## config.mk

```make
export PLATFORM = sky130hd
export DESIGN_NAME = isetm_cmp
export DESIGN_NICKNAME = d
export VERILOG_FILES = /design/src/isetm_pkg.sv /design/src/isetm_cmp.sv
export SDC_FILE = /design/constraint.sdc
export NUM_CORES = 1
export LEC_CHECK = 0
export BUFFER_PORTS_ARGS = -buffer_cell sky130_fd_sc_hd__buf_2
export CORE_MARGIN = 4
export CORE_UTILIZATION = 40
export DETAILED_ROUTE_END_ITERATION = 10
export PLACE_DENSITY = 0.68
export SLEW_MARGIN = 30
export SYNTH_ARGS = -nofsm -noshare
export SYNTH_HDL_FRONTEND = slang
export SYNTH_SLANG_ARGS = --single-unit
```

## constraint.sdc

```tcl
create_clock -name vclk -period 4.55
set_input_delay 0.455 -clock vclk [all_inputs]
set_output_delay 0.455 -clock vclk [all_outputs]
set_load 0.01 [all_outputs]
```

## src/isetm_pkg.sv

```systemverilog
// shared types and sizes for the interval set membership block
// no dependencies
package isetm_pkg;

  localparam int MAX_INTERVALS = 64;
  localparam int VALUE_BITS    = 48;
  localparam int IDX_BITS      = $clog2(MAX_INTERVALS);
  localparam int CNT_BITS      = $clog2(MAX_INTERVALS + 1);

  localparam logic OP_INSERT = 1'b0;
  localparam logic OP_QUERY  = 1'b1;

  typedef logic [VALUE_BITS-1:0] value_t;
  typedef logic [CNT_BITS-1:0]   count_t;
  typedef logic [IDX_BITS-1:0]   index_t;

  localparam count_t FULL_COUNT = count_t'(MAX_INTERVALS);

  typedef struct packed {
    value_t lo;
    value_t hi;
  } entry_t;

  typedef struct packed {
    logic below;
    logic above;
    logic lo_less;
    logic hi_more;
    logic member;
  } cmp_t;

endpackage

```

## src/isetm_cmp.sv

```systemverilog
// shared compare unit: one stored interval against the working bounds
// depends on isetm_pkg
module isetm_cmp (
  input  isetm_pkg::entry_t entry,
  input  isetm_pkg::value_t lo,
  input  isetm_pkg::value_t hi,
  input  isetm_pkg::value_t qv,
  output isetm_pkg::cmp_t   res
);

  always_comb begin
    res.below   = entry.hi < lo;
    res.above   = entry.lo > hi;
    res.lo_less = entry.lo < lo;
    res.hi_more = entry.hi > hi;
    res.member  = (entry.lo <= qv) && (qv <= entry.hi);
  end

endmodule

```

Word-level counts from Yosys, hierarchy flattened
Index checks and enable logic that the tools add are counted. W data, S select, Z words.

ROM bits: 0. Word-level logic and storage cells: 7. Output and inout bits: 5. Memory bits (writable): 0. Bits in latches: 0. Bits in registers: 0. Memories: 0. Input bits: 240.

Equal/unequal tests: 0. Magnitude comparators: 6. Div/mod/pow operators: 0. Bitwise logic cells: 0. Mux-type cells: 0. $add $sub $neg: 0. Reductions and logical operators: 1. Multiply operators: 0. Shift-type cells: 0.

Operators with widths (count): $gt A48 B48 Y1 (2); $le A48 B48 Y1 (2); $lt A48 B48 Y1 (2); $logic_and A1 B1 Y1 (1).

Depth between registers and ports, before layout
Word-level depth: 2. Mapped depth: 9. Gate-level depth less buffers: 9.

Worst setup path after synthesis
Ideal clock, no wire load.

Path type: input to output. From: in qv[31]. To: out res[0] in the netlist's numbering. Stages: 8. Arrival time: 2.241 ns. Required time: 4.095 ns. Setup slack: 1.854 ns. Path buffers: 0. Cells stage by stage: inv_1 ha_1 nand4_1 nor2_1 a221o_1 o311a_1 a211o_1 nor4_2.

RTL lines: from (decl) (RTL line isetm_cmp.sv:7) `input isetm_pkg::value_t qv,`; to (decl) (RTL line isetm_cmp.sv:8) `output isetm_pkg::cmp_t res`.

==> out/qor.csv <==
metric,value,unit
Post-Syn Area,6830,um^2
PostCTS Resize Cnt,0,
status,"complete, no violations",
Critical Path RT,4.09,ns
largest net degree at the start of global routing,5,
fmax,0.305,GHz
setup_tns,0,ns
Max transition margin,42.0,%
share of cells above drive strength 1,22.2,%
DR vias,7367,
Max Cap Viol,0,
routed length per instance,16.4,um
drt total wl,22.4,mm
1st-iter DRT viols,241,
Worst Path Max Fanout,3,
Slowest cell on crit path,nor4_1,
Final ANT Viol Nets,0,
min cycle time layout,3.28,ns
first-pass GRT wire length,35.9,mm
crit-path cells,buf_2 -> inv_1 -> ha_1 -> nand4_1 -> nor4_1 -> nand3_1 -> a211o_1 -> nor4_2 -> buf_2,
Final Hold Fails,0,
PwrDens,86.9,nW/um^2
starting density of the core,41.0,%
1st-pass router iterations,5,
Mapped Nets,1425,
die height,139,um
Worst EP arrival,2.82,ns
routability cong.,0.948,
Yosys cell types,45,
VDD IR-drop max,0.0380,mV
IO Count,245,
GR Util All Layers,22.2,%
Crit path largest cell delay,0.79,ns
post-synthesis sequential area ratio,0,%
RSZ-0062 raised after global routing,false,
final worst setup slack,1.27,ns
Mapped Cells,899,
CP Capture Type,primary output,
"Design Area, Final",8330,um^2
num sequential,0,
largest area contributor in the netlist,ha_1,
vias in the first global route,7425,
DP Worst Slack,1.30,ns
worst min-delay path category,in2out,
row cnt,47,
# DRC,0,
P_leak,5.17,nW
Startpoint Class,input port,
Area Overhead vs Synth,22.0,%
gr ovfl total,0,
Final #Nets,1672,
Buffers on Ports,245,
Die Wd,139,um
Final Setup Violations,0,
final period utilization,72.0,%
Synth top area share,52.4,%
die area,19200,um^2
max-slew violations,0,
Placed Instance Area,8330,um^2
HPWL after detailed placement,21.2,mm
hold path depth,6,
critical path class,in2out,
Core Area,16600,um^2
Post-CTS Setup Inserts,0,
Syn. warnings,0,
final-layout clock buffer total,0,
syn avg cell area,7.59,um^2
Power Total,0.724,mW
initial antenna violation count,2,
Fillers,1675,
most frequent CP cell,buf_2,
FF/Latch Area,0,um^2
routed vias/inst,5.40,
synth top area cells,"ha_1 52%, inv_1 11%, a21oi_1 7.0%",
CTS Hold Bufs,0,
Worst Max-Slew Pin Slew,0.862,ns
logic make-up after synthesis:
kind of cell / synth area share, %
AND/OR/NAND/NOR: 16.2
adder cells (fa/ha/maj): 52.4
AO/OA/AOI/OAI: 20.8
buffers and inverters: 10.6
through the flow:
step                      cells  util, %  hold slack [ns]
after CTS                  1364     50.0             1.47
final                      1365     50.1             1.47
after global routing       1364     50.0             1.51
after global placement     1364     50.0             1.46
after floorplan             899        -             1.18
after detailed placement   1364     50.0             1.47
cell type report:
type               count  area, um^2  share of cell area [%]
diodes                 1        2.50                  0.0300
inverters            192         721                    8.65
multi-input cells    707        6110                    73.3
well taps            220         275                    3.30
repair buffers       245        1230                    14.7
Yosys cell counts (2+ instances only):
cell type / n
a211o_1: 3
nand2_1: 38
nor4_2: 3
a31oi_1: 2
o31ai_1: 2
a21o_1: 48
nand4_1: 56
and3_1: 5
nor2b_1: 9
o221ai_1: 2
o21bai_1: 2
a211oi_1: 6
a2111oi_0: 6
nor4_1: 7
nor3_1: 11
a221oi_1: 6
o21ai_0: 26
a21oi_1: 95
a221o_1: 5
ha_1: 286
nor2_1: 25
inv_1: 192
nand4_2: 2
o211ai_1: 6
a21boi_0: 3
nand2b_1: 3
nand3_1: 29
and4_1: 4
power breakdown:
part           switching [mW]  internal, mW     total, mW  leakage, nW
logic                   0.398         0.326         0.724         5.17
clock network               0  0.0000000295  0.0000000295   0.00000634
registers                   0             0             0            0
total                   0.398         0.326         0.724         5.17
worst paths after layout:
path,from,to
worst max-delay path,entry[41],res[0]
worst min-delay path,entry[47],res[4]
per-layer routing:
layer  global-route usage, %  wire length [um]  up-vias
met5                       0                21        -
met4                    3.45               425        4
met3                    2.45              1220       32
met2                    40.0             10700      215
met1                    29.0             10100     3300
li1                        -                 -     3816
placed cells by master (no fill, tap or decap), drive strengths merged, types with 6 or more instances in the layout:
master / count
a2111oi: 7
a211oi: 6
a21o: 48
a21oi: 95
a221oi: 6
buf: 245
ha: 286
inv: 192
nand2: 38
nand3: 29
nand4: 59
nor2: 25
nor2b: 9
nor3: 11
nor4: 11
o211ai: 6
o21ai: 27
worst max-delay path, delay by kind of cell:
family	cells	cell delay [ns]
AO/OA/AOI/OAI	1	0.33
buffers and inverters	3	0.36
adder cells (fa/ha/maj)	1	0.29
AND/OR/NAND/NOR	4	1.38
(Power assumes the default switching activity.)
